**config.mk**
```make
export PLATFORM = sky130hd
export DESIGN_NAME = pwm_tone_divider_wrap_calc
export DESIGN_NICKNAME = d
export VERILOG_FILES = /design/src/hw/rtl/ptdw_pkg.sv /design/src/hw/rtl/pwm_tone_divider_wrap_calc.sv
export SDC_FILE = /design/constraint.sdc
export NUM_CORES = 1
export LEC_CHECK = 0
export ABC_CLOCK_PERIOD_IN_PS = 6900
export BUFFER_PORTS_ARGS = -buffer_cell sky130_fd_sc_hd__buf_2
export CORE_ASPECT_RATIO = 1.5
export CORE_MARGIN = 3
export CORE_UTILIZATION = 64
export CTS_BUF_LIST = sky130_fd_sc_hd__clkbuf_4
export CTS_CLUSTER_SIZE = 10
export DETAILED_ROUTE_END_ITERATION = 10
export PLACE_DENSITY = 0.86
export RECOVER_POWER = 100
export SLEW_MARGIN = 20
export SYNTH_ARGS = -nofsm -noshare
export SYNTH_HDL_FRONTEND = slang
export SYNTH_SLANG_ARGS = --single-unit
```
**constraint.sdc**
```tcl
create_clock -name clock -period 6.9 [get_ports clock]
set_input_delay 1.38 -clock clock [delete_from_list [all_inputs] [get_ports clock]]
set_output_delay 1.38 -clock clock [all_outputs]
set_load 0.01 [all_outputs]
```
**src/hw/rtl/ptdw_pkg.sv**
```systemverilog
// ----------------------------------------------------------------------------
// ptdw_pkg
// Types and constants shared by the PWM tone divider and wrap calculation.
// ----------------------------------------------------------------------------
`default_nettype none

package ptdw_pkg;

   localparam int CLOCK_W   = 28;
   localparam int VOLUME_W  = 7;
   localparam int TONE_W    = 20;
   localparam int DIVIDER_W = 8;
   localparam int OUT_W     = 16;
   localparam int PROD_W    = CLOCK_W + VOLUME_W;
   localparam int CNT_W     = 6;
   localparam int INDEX_W   = 2;

   localparam logic [CLOCK_W-1:0]  CLOCK_RESET  = 28'd125000000;
   localparam logic [VOLUME_W-1:0] VOLUME_RESET = 7'd50;
   localparam logic [VOLUME_W-1:0] PCT_MAX      = 7'd100;
   localparam logic [CLOCK_W-1:0]  PERIOD_MIN   = 28'd2;

   localparam logic [INDEX_W-1:0] REG_CLOCK_HZ       = 2'd0;
   localparam logic [INDEX_W-1:0] REG_VOLUME_PERCENT = 2'd1;

   typedef enum logic [2:0] {
      ST_IDLE,
      ST_DIV_CLK,
      ST_PREP,
      ST_DIV_DIV,
      ST_CLAMP,
      ST_MUL,
      ST_DIV_PCT,
      ST_FINISH
   } state_type;

endpackage

`default_nettype wire

```
**src/hw/rtl/pwm_tone_divider_wrap_calc.sv**
```systemverilog
// ----------------------------------------------------------------------------
// pwm_tone_divider_wrap_calc
// Turns a tone frequency into PWM divider, counter top and compare level
// using one bit-serial restoring divider shared by three passes.
// ----------------------------------------------------------------------------
//  channel  dir  ports                                   beat
//  req      in   req_valid req_stall req_tone_hz         one tone request
//  rsp      out  rsp_valid rsp_stall rsp_enabled ...     one pwm setting
//  csr      in   csr_we csr_index csr_wdata              register write
//
//  a nonzero tone runs three divider passes in order: clock over tone, the
//  period over the divider and the level over 100, with setup states between
//  a zero tone skips the divider passes and goes straight to the finish state
//  the serial divider handles one beat at a time; req_stall is high while busy
//  a finished result waits in the output register while rsp_stall is high
//  synchronous reset loads the clock and volume reset values
// ----------------------------------------------------------------------------
`default_nettype none

module pwm_tone_divider_wrap_calc #(
   parameter int MAX_DIVIDER = 255,
   parameter int PERIOD_BITS = 16
) (
   input  wire logic                            clock,
   input  wire logic                            reset,

   input  wire logic                            req_valid,
   output      logic                            req_stall,
   input  wire logic [ptdw_pkg::TONE_W-1:0]     req_tone_hz,

   output      logic                            rsp_valid,
   input  wire logic                            rsp_stall,
   output      logic                            rsp_enabled,
   output      logic [ptdw_pkg::DIVIDER_W-1:0]  rsp_clock_divider,
   output      logic [ptdw_pkg::OUT_W-1:0]      rsp_counter_top,
   output      logic [ptdw_pkg::OUT_W-1:0]      rsp_compare_level,

   input  wire logic                            csr_we,
   input  wire logic [ptdw_pkg::INDEX_W-1:0]    csr_index,
   input  wire logic [ptdw_pkg::CLOCK_W-1:0]    csr_wdata
);
   import ptdw_pkg::*;

   localparam logic [32:0] PERIOD_LIMIT = (33'd1 << PERIOD_BITS) - 33'd1;

   state_type              state_ff, state_in;
   logic [CNT_W-1:0]       cnt_ff, cnt_in;
   logic [TONE_W-1:0]      dsr_ff, dsr_in;
   logic [TONE_W-1:0]      rem_ff, rem_in;
   logic [PROD_W-1:0]      quo_ff, quo_in;
   logic [DIVIDER_W-1:0]   div_ff, div_in;
   logic [CLOCK_W-1:0]     period_ff, period_in;
   logic [OUT_W-1:0]       top_ff, top_in;
   logic                   en_ff, en_in;

   logic                   rsp_valid_ff, rsp_valid_in;
   logic                   rsp_en_ff, rsp_en_in;
   logic [DIVIDER_W-1:0]   rsp_div_ff, rsp_div_in;
   logic [OUT_W-1:0]       rsp_top_ff, rsp_top_in;
   logic [OUT_W-1:0]       rsp_lvl_ff, rsp_lvl_in;

   logic [CLOCK_W-1:0]     clock_hz_ff, clock_hz_in;
   logic [VOLUME_W-1:0]    volume_ff, volume_in;

   logic [TONE_W:0]        partial;
   logic [TONE_W:0]        diff;
   logic                   fits;
   logic [TONE_W-1:0]      rem_step;
   logic [PROD_W-1:0]      quo_step;
   logic [CLOCK_W-1:0]     q0;
   logic [CLOCK_W-1:0]     q0_hi;
   logic [DIVIDER_W-1:0]   div_calc;
   logic [CLOCK_W-1:0]     period_hi;
   logic [CLOCK_W-1:0]     period_clamp;
   logic [CLOCK_W-1:0]     period_dec;
   logic [PROD_W-1:0]      product;
   logic                   out_free;

   // divider step
   assign partial  = {rem_ff, quo_ff[PROD_W-1]};
   assign fits     = partial >= {1'b0, dsr_ff};
   assign diff     = partial - {1'b0, dsr_ff};
   assign rem_step = fits ? diff[TONE_W-1:0] : partial[TONE_W-1:0];
   assign quo_step = {quo_ff[PROD_W-2:0], fits};

   // divider choice: smallest d with (clock/tone)/d below 2^PERIOD_BITS, capped at MAX_DIVIDER
   assign q0    = quo_ff[CLOCK_W-1:0];
   assign q0_hi = q0 >> PERIOD_BITS;
   assign div_calc = (q0_hi >= CLOCK_W'(MAX_DIVIDER)) ? DIVIDER_W'(MAX_DIVIDER)
                                                      : q0_hi[DIVIDER_W-1:0] + 1'b1;

   // period clamp
   assign period_hi    = (33'(q0) > PERIOD_LIMIT) ? PERIOD_LIMIT[CLOCK_W-1:0] : q0;
   assign period_clamp = (period_hi < PERIOD_MIN) ? PERIOD_MIN : period_hi;
   assign period_dec   = period_clamp - 1'b1;

   assign product  = PROD_W'(period_ff) * PROD_W'(volume_ff);
   assign out_free = !rsp_valid_ff || !rsp_stall;

   always_comb begin
      state_in     = state_ff;
      cnt_in       = cnt_ff;
      dsr_in       = dsr_ff;
      rem_in       = rem_ff;
      quo_in       = quo_ff;
      div_in       = div_ff;
      period_in    = period_ff;
      top_in       = top_ff;
      en_in        = en_ff;
      rsp_valid_in = rsp_valid_ff && rsp_stall;
      rsp_en_in    = rsp_en_ff;
      rsp_div_in   = rsp_div_ff;
      rsp_top_in   = rsp_top_ff;
      rsp_lvl_in   = rsp_lvl_ff;
      clock_hz_in  = clock_hz_ff;
      volume_in    = volume_ff;
      req_stall    = state_ff != ST_IDLE;

      if (csr_we) begin
         unique case (csr_index)
            REG_CLOCK_HZ: begin
               clock_hz_in = csr_wdata;
            end
            REG_VOLUME_PERCENT: begin
               volume_in = (csr_wdata[VOLUME_W-1:0] > PCT_MAX) ? PCT_MAX
                                                              : csr_wdata[VOLUME_W-1:0];
            end
            default: begin
            end
         endcase
      end

      unique case (state_ff)
         ST_IDLE: begin
            if (req_valid) begin
               rem_in = '0;
               if (req_tone_hz == '0) begin
                  en_in    = 1'b0;
                  div_in   = DIVIDER_W'(1);
                  top_in   = '0;
                  quo_in   = '0;
                  state_in = ST_FINISH;
               end else begin
                  en_in    = 1'b1;
                  dsr_in   = req_tone_hz;
                  quo_in   = {clock_hz_ff, {(PROD_W-CLOCK_W){1'b0}}};
                  cnt_in   = CNT_W'(CLOCK_W - 1);
                  state_in = ST_DIV_CLK;
               end
            end
         end
         ST_DIV_CLK, ST_DIV_DIV, ST_DIV_PCT: begin
            rem_in = rem_step;
            quo_in = quo_step;
            cnt_in = cnt_ff - 1'b1;
            if (cnt_ff == '0) begin
               unique case (state_ff)
                  ST_DIV_CLK: state_in = ST_PREP;
                  ST_DIV_DIV: state_in = ST_CLAMP;
                  default:    state_in = ST_FINISH;
               endcase
            end
         end
         ST_PREP: begin
            div_in   = div_calc;
            dsr_in   = TONE_W'(div_calc);
            rem_in   = '0;
            quo_in   = {q0, {(PROD_W-CLOCK_W){1'b0}}};
            cnt_in   = CNT_W'(CLOCK_W - 1);
            state_in = ST_DIV_DIV;
         end
         ST_CLAMP: begin
            period_in = period_clamp;
            top_in    = period_dec[OUT_W-1:0];
            state_in  = ST_MUL;
         end
         ST_MUL: begin
            quo_in   = product;
            dsr_in   = TONE_W'(PCT_MAX);
            rem_in   = '0;
            cnt_in   = CNT_W'(PROD_W - 1);
            state_in = ST_DIV_PCT;
         end
         ST_FINISH: begin
            if (out_free) begin
               rsp_valid_in = 1'b1;
               rsp_en_in    = en_ff;
               rsp_div_in   = div_ff;
               rsp_top_in   = top_ff;
               rsp_lvl_in   = quo_ff[OUT_W-1:0];
               state_in     = ST_IDLE;
            end
         end
         default: begin
            state_in = ST_IDLE;
         end
      endcase
   end

   always_ff @(posedge clock) begin
      if (reset) begin
         state_ff     <= ST_IDLE;
         rsp_valid_ff <= 1'b0;
         clock_hz_ff  <= CLOCK_RESET;
         volume_ff    <= VOLUME_RESET;
      end else begin
         state_ff     <= state_in;
         rsp_valid_ff <= rsp_valid_in;
         clock_hz_ff  <= clock_hz_in;
         volume_ff    <= volume_in;
      end
   end

   always_ff @(posedge clock) begin
      cnt_ff     <= cnt_in;
      dsr_ff     <= dsr_in;
      rem_ff     <= rem_in;
      quo_ff     <= quo_in;
      div_ff     <= div_in;
      period_ff  <= period_in;
      top_ff     <= top_in;
      en_ff      <= en_in;
      rsp_en_ff  <= rsp_en_in;
      rsp_div_ff <= rsp_div_in;
      rsp_top_ff <= rsp_top_in;
      rsp_lvl_ff <= rsp_lvl_in;
   end

   assign rsp_valid         = rsp_valid_ff;
   assign rsp_enabled       = rsp_en_ff;
   assign rsp_clock_divider = rsp_div_ff;
   assign rsp_counter_top   = rsp_top_ff;
   assign rsp_compare_level = rsp_lvl_ff;

   a_accept_busy: assert property (@(posedge clock) disable iff (reset)
      (req_valid && !req_stall) |=> (state_ff != ST_IDLE))
      else $error("accepted beat did not start work");

   a_silence: assert property (@(posedge clock) disable iff (reset)
      (rsp_valid && !rsp_enabled) |->
      (rsp_clock_divider == DIVIDER_W'(1) && rsp_counter_top == '0 &&
       rsp_compare_level == '0))
      else $error("silent result carries settings");

   a_enabled_div: assert property (@(posedge clock) disable iff (reset)
      (rsp_valid && rsp_enabled) |-> (rsp_clock_divider != '0))
      else $error("zero clock divider on running tone");

   a_volume_range: assert property (@(posedge clock) disable iff (reset)
      volume_ff <= PCT_MAX)
      else $error("volume above limit");

endmodule

`default_nettype wire

```
==> results.md, run 1 <==
- Outcome: complete, but fails checks
- Failing checks: capacitance limit, slew limit
- Post-synth EDFFs: 175
- Worst Hold Depth: 0
- Area after DPL: 17,400 µm²
- Root Buffer: clkbuf_4
- Ys Warns: 0
- HP Class: register to register
- Clock sink count: 214
- CP most frequent cell: fa_1
- R2R cell count: 17
- Critical Path RT: 7350 ps
- First-pass GRT wire length: 67.7 mm
- H-tree levels: 2
- RR Startpoint: volume_ff[4]
- Most common library cells after synthesis: inv_1, edfxtp_1, nand2_1
- Tmin final: 6230 ps
- Share of synthesized registers carrying an async set or reset: 0%
- Slowest stage delay, CP: 930 ps
- Initial core utilization: 65.7%
- Cell taking the most area after synthesis: edfxtp_1
- Pwr Density: 334 nW/µm²
- Vias after detailed routing: 13,200
- Post-synthesis instance total: 1,701
- Global route overflow: 0
- Fin crit share: 90.4%
- DIE WIDTH: 138 µm
- Vias per cell: 6.11
- Skew final: 24.0 ps
- Maximum number of pins on one net before global-route repair: 63
- Reg2reg end: quo_ff[26]
- Area of the multi-input gates: 9630 µm²
- Synth top area share: 31.5%
- Slew @ Worst Pin: 2930 ps
- Hold_buf cts: 0
- Post CTS Setup Buffer Count: 0
- CTS tree: built
- CP top delay family: adder cells
- Max Cap Viol: 5
- DRT antenna net count: 0
- Worst Setup End Kind: register
- Worst-path clk slew: 70 ps
- Mapped Area: 16,700 µm²
- FF+latch area: 6040 µm²
- Area delta synth->final: 7.63%
- Rows: 71
- Top post-synthesis cells by area: edfxtp_1, fa_1, ha_1
- GPL Wtd Cong: 0.957
- Peak supply drop: 0.294 mV
- Clock buffer depth: 3
- Crit path DAT: 6690 ps
- Fillers: 1,855
- Die ar.: 28,100 µm²
- Most numerous cell in the Yosys netlist: inv_1
- Final slew viol count: 189
- Max stage delay cell, worst path: dfxtp_1
- RSZ-0062 raised after global routing: false
- Cell variety after synth: 68
- CTS Buf Count: 52
- DRC viols: 0
- # resized after CTS: 0
- Syn Area/Cell: 9.81 µm²
- Post-route cell area: 18,000 µm²
- R2r setup slk: 670 ps
- Hold_sp: top_ff[14]
- Seq/Total Area, Yosys: 36.2%
- Detail Placement HPWL: 31.2 mm
- Wire per inst: 19.9 µm
- Crit path max fanout: 29
- Ports: 98
- Die H: 204 µm
- Setup Crit Path Kind: register to register
- Critical path cell sequence: and2_0 -> fa_1 -> fa_1 -> fa_1 -> inv_1 -> fa_1 -> inv_1 -> ha_1 -> a21o_1 -> a21oi_1 -> o21ai_0 -> a2111oi_2 -> a21o_1 -> o21ai_0 -> a41oi_2 -> nor3b_1 -> a2111oi_0
- Setup violators final: 0
- WL final: 43.1 mm
- Layout cells sized above 1: 8.90%
- IO buf count: 97
- Headroom to the max-slew limit: -95.3%
- Final #Nets: 2,054
- Yosys reg bits: 214
- DRT Pass-1 Iters: 8
- Dominant synthesized flop cell: edfxtp_1
- Crit start category: register
- Lkg Pwr: 0.00774 µW
- Number of global-route vias before repair: 13,486
- Endpoint with the worst hold slack: rsp_counter_top[14]
- Initial antenna violation count: 1
- Gr usage total: 30.7%
- Max Clk Rate: 160 MHz
- 1st-iter DRT viols: 1,279
- Setup TNS: 0 ps
- Clk_lat worst skew: 690 ps
- Worst path buffer plus inverter count: 2
- CORE AREA: 25,400 µm²
- Hold Vio Cnt, Final: 0
## layer usage
metal	vias up	track usage (%)	part of all wire (%)
li1	6012	-	-
met1	6291	37.3	36
met2	717	52.6	50
met3	180	4.76	8.0
met4	0	15.8	6.0
met5	-	0	0
## cell usage in the layout, fill, tap and decap left out, types with 38 or more instances in the layout
cell type  count
nor2_1        92
inv_1        178
clkbuf_1      54
o21ai_0       54
xnor2_1       40
clkbuf_4      73
fa_1         130
buf_2         53
and2_1       140
ha_1          78
nand2_1      171
edfxtp_1     175
dfxtp_1       38
a21oi_1      133
## cells by family (layout without fill, tap and decap cells)
| logic type | after synthesis | after routing | synth area share [%] |
|---|---|---|---|
| flops | 214 | 214 | 36.2 |
| mux | 37 | 37 | 2.25 |
| buf+inv | 265 | 387 | 6.15 |
| simple gates | 574 | 574 | 17.8 |
| compound gates | 334 | 334 | 12.6 |
| fa+ha+maj | 208 | 208 | 21.4 |
| xor+xnor | 68 | 68 | 3.57 |
| other cells | 1 | 11 | 0.0225 |
## report_power, final
| part | internal, µW | switching, µW | leakage (µW) | total, µW |
|---|---|---|---|---|
| logic | 1120 | 1700 | 0.00535 | 2820 |
| registers | 1780 | 293 | 0.00199 | 2070 |
| clock network | 568 | 547 | 0.000404 | 1120 |
## worst max path at each step
stage / from / depth (start not counted) / endpoint / slack (ps)
floorplan: volume_ff[5] / 21 / quo_ff[33] / 1650
global placement: volume_ff[5] / 17 / quo_ff[34] / 1100
detailed placement: volume_ff[4] / 17 / quo_ff[34] / 980
CTS: volume_ff[4] / 17 / quo_ff[26] / 960
global route: volume_ff[4] / 17 / quo_ff[26] / 410
finish: volume_ff[4] / 17 / quo_ff[26] / 670
## sequential cells by signal, summed over array words and instances, names as in the netlist, 7 cells and up
name / count
rsp_compare_level: 16
top_ff: 16
div_ff: 8
quo_ff: 35
clock_hz_ff: 28
rem_ff: 20
rsp_clock_divider: 8
volume_ff: 7
rsp_counter_top: 16
dsr_ff: 20
period_ff: 28
## stage by stage
stage	hold WS [ps]	total power, µW	worst slack (ps)	cells	utilization [%]
CTS	418	5970	957	2159	71.2
global placement	401	4720	1100	2064	68.5
global route	427	6400	409	2161	70.7
detailed placement	405	4840	978	2064	68.5
finish	422	6000	666	2161	70.7
floorplan	400	4150	1650	1710	-
## layout make-up
| class | instances | share of cell area [%] |
|---|---|---|
| multi-input cells | 1231 | 53.6 |
| flip-flops and latches | 214 | 33.6 |
| inverters | 178 | 3.72 |
| clock buffers | 73 | 3.05 |
| repair buffers | 114 | 2.90 |
| well taps | 328 | 2.28 |
| clock inverters | 22 | 0.822 |
| diodes | 1 | 0.0139 |
Note: power is estimated with default switching activity, not from simulation.
==> run 2: changes to the inputs <==
--- a/config.mk
+++ b/config.mk
@@ -5,6 +5,7 @@
 export SDC_FILE = /design/constraint.sdc
 export NUM_CORES = 1
 export LEC_CHECK = 0
+export ABC_AREA = 1
 export ABC_CLOCK_PERIOD_IN_PS = 6900
 export BUFFER_PORTS_ARGS = -buffer_cell sky130_fd_sc_hd__buf_2
 export CORE_ASPECT_RATIO = 1.5
==> run 2 against run 1 <==
  * The flow still finishes with violations (capacitance limit, slew limit)
  * Critical path type unchanged
  * Total power up 12%
  * Sequential share of layout area about the same
  * Non-clock buffer count down 1
  * Critical path depth decreased by 6
  * Routed wire length rose by 4.0%
  * Design area fell by 0.13%
  * Combinational power is 23% higher
  * Largest cell class unchanged
  * Worst setup slack improved by 190 ps
  * Synthesized cell count up 18%
  * Sequential power up 6%
==> results.md, run 2 <==
- Clock sink count: 214
- Clock buffer depth: 3
- Max reg flops: 35
- Tmin final: 6040 ps
- Top post-synthesis cells by area: edfxtp_1, fa_1, nand2_1
- Setup Crit Path Kind: register to register
- Crit path DAT: 6470 ps
- Outcome: complete, but fails checks
- Synth Area in XOR/XNOR: 1.38%
- RR Startpoint: state_ff[0]
- Endpoint with the worst hold slack: rsp_counter_top[7]
- CP top delay family: buffers and inverters
- Vias after detailed routing: 14,397
- 1st-iter DRT viols: 1,268
- Lkg Pwr: 0.00908 µW
- Max stage delay cell, worst path: clkbuf_1
- Final Core Density: 71.1%
- R2r setup slk: 860 ps
- Setup violators final: 0
- Max Cap Viol: 6
- Gr usage total: 32.7%
- Hold Vio Cnt, Final: 0
- Cell taking the most area after synthesis: edfxtp_1
- Fillers: 2,045
- Largest family of logic cells by synthesized area: adder cells
- PnR worst setup slack: 860 ps
- HP Class: register to register
- Register with the most flip-flops: quo_ff
- R2R cell count: 11
- DRT antenna net count: 0
- DIE WIDTH: 137 µm
- CTS tree: built
- Commonest non-fill, non-tap cell in the layout: nand2_1
- Area delta synth->final: 8.54%
- Worst Hold Depth: 0
- Ports: 98
- Worst-path clk slew: 80 ps
- Hold_buf cts: 0
- Syn Area/Cell: 8.24 µm²
- Die H: 203 µm
- Hold_sp: top_ff[7]
- Post-synthesis mux area share: 0%
- Cell variety after synth: 47
- Seq/Total Area, Yosys: 36.5%
- Die ar.: 27,800 µm²
- Reg2reg end: quo_ff[3]
- Slew @ Worst Pin: 2250 ps
- Initial antenna violation count: 2
- Headroom to the max-slew limit: -50.0%
- Post-synth EDFFs: 175
- Critical path cell sequence: inv_1 -> nor2_1 -> inv_1 -> nor2_1 -> clkbuf_1 -> inv_1 -> nand2_1 -> nor2_1 -> clkbuf_1 -> o21ai_1 -> buf_16
- Critical Path RT: 7330 ps
- Layout cells sized above 1: 7.14%
- WL final: 44.8 mm
- Worst path buffer plus inverter count: 6
- Pre-CTS WS: 1210 ps
- Synth Area in Simple Gates: 20.1%
- Global route overflow: 0
- Max Clk Rate: 166 MHz
- Yosys reg bits: 214
- Synth top area share: 31.8%
- Peak supply drop: 0.330 mV
- Dominant synthesized flop cell: edfxtp_1
- Most common library cells after synthesis: nand2_1, inv_1, edfxtp_1
- Post-synthesis instance total: 2,006
- Number of global-route vias before repair: 14,694
- Post CTS Setup Buffer Count: 0
- Failing checks: capacitance limit, slew limit
- Final #Nets: 2,389
- # resized after CTS: 0
- Initial core utilization: 65.5%
- Most numerous cell in the Yosys netlist: nand2_1
- H-tree levels: 2
- Rows: 71
- Crit start category: register
- Crit path max fanout: 26
- First-pass GRT wire length: 71.5 mm
- RSZ-0062 raised after global routing: false
- Final slew viol count: 172
- CTS Buf Count: 52
- Wire per inst: 17.9 µm
- CORE AREA: 25,200 µm²
- Mapped Area: 16,500 µm²
- Ys Warns: 0
- Skew final: 85.5 ps
- Fin crit share: 87.5%
- Maximum number of pins on one net before global-route repair: 51
- Post-Synth Adder-Cell Area: 21.7%
- Hold_ws: 420 ps
- DRC viols: 0
- Worst Setup End Kind: register
- Share of synthesized registers carrying an async set or reset: 0%
- Slowest stage delay, CP: 1160 ps
- Top flop regs: quo_ff: 35 flops, clock_hz_ff: 28 flops, period_ff: 28 flops
- Pwr Density: 375 nW/µm²
- IO buf count: 97
- Setup TNS: 0 ps
- Commonest cells after routing, fill and taps aside: nand2_1, inv_1, edfxtp_1, nor2_1, fa_1
- Vias per cell: 5.76
- Post-synthesis compound-gate area fraction: 9.10%
- Detail Placement HPWL: 33.7 mm
- Root Buffer: clkbuf_4
- Clk_lat worst skew: 740 ps
- GPL Wtd Cong: 1.03
- DRT Pass-1 Iters: 6
run 2: cell type report:
cell class	count	area (µm²)	area share [%]
clock buffers	72	541	3.01
well taps	328	410	2.29
multi-input cells	1309	8650	48.2
inverters	436	1640	9.12
repair buffers	113	529	2.95
clock inverters	26	135	0.753
flip-flops and latches	214	6040	33.7
diodes	1	2.50	0.0139
run 2: worst max-delay path by stage:
stage,from,cells after the start,to,slack [ps]
finish,state_ff[0],11,quo_ff[3],860
global route,state_ff[0],11,quo_ff[14],660
CTS,volume_ff[5],20,quo_ff[33],1230
detailed placement,volume_ff[5],20,quo_ff[25],1210
global placement,volume_ff[6],20,quo_ff[25],1320
floorplan,volume_ff[6],20,quo_ff[21],1980
run 2: metal layers:
metal  track usage, %  wire (µm)  up-vias
met5                0         13        -
met4             17.1       2420        2
met3             5.68       4150      189
met2             55.6      22300      796
met1             39.3      15900     6774
li1                 -          -     6636
run 2: power breakdown:
part	total [µW]	leakage (µW)	internal (µW)	switching, µW
clock	1080	0.000389	526	557
combinational	3460	0.00669	1170	2280
sequential	2190	0.00200	1910	285
run 2: cells by family after synthesis:
| kind of cell | Yosys count |
|---|---|
| other cells | 1 |
| xor+xnor | 26 |
| simple gates | 795 |
| compound gates | 270 |
| fa+ha+maj | 208 |
| buf+inv | 492 |
| flops | 214 |
run 2: metrics by stage:
step	cells	power, µW	instance area (µm²)
6_report	2499	6730	17900
5_1_grt	2499	7280	17900
4_1_cts	2497	6690	18100
3_5_place_dp	2399	5590	17400
3_3_place_gp	2398	5440	17400
2_1_floorplan	2015	4650	16600
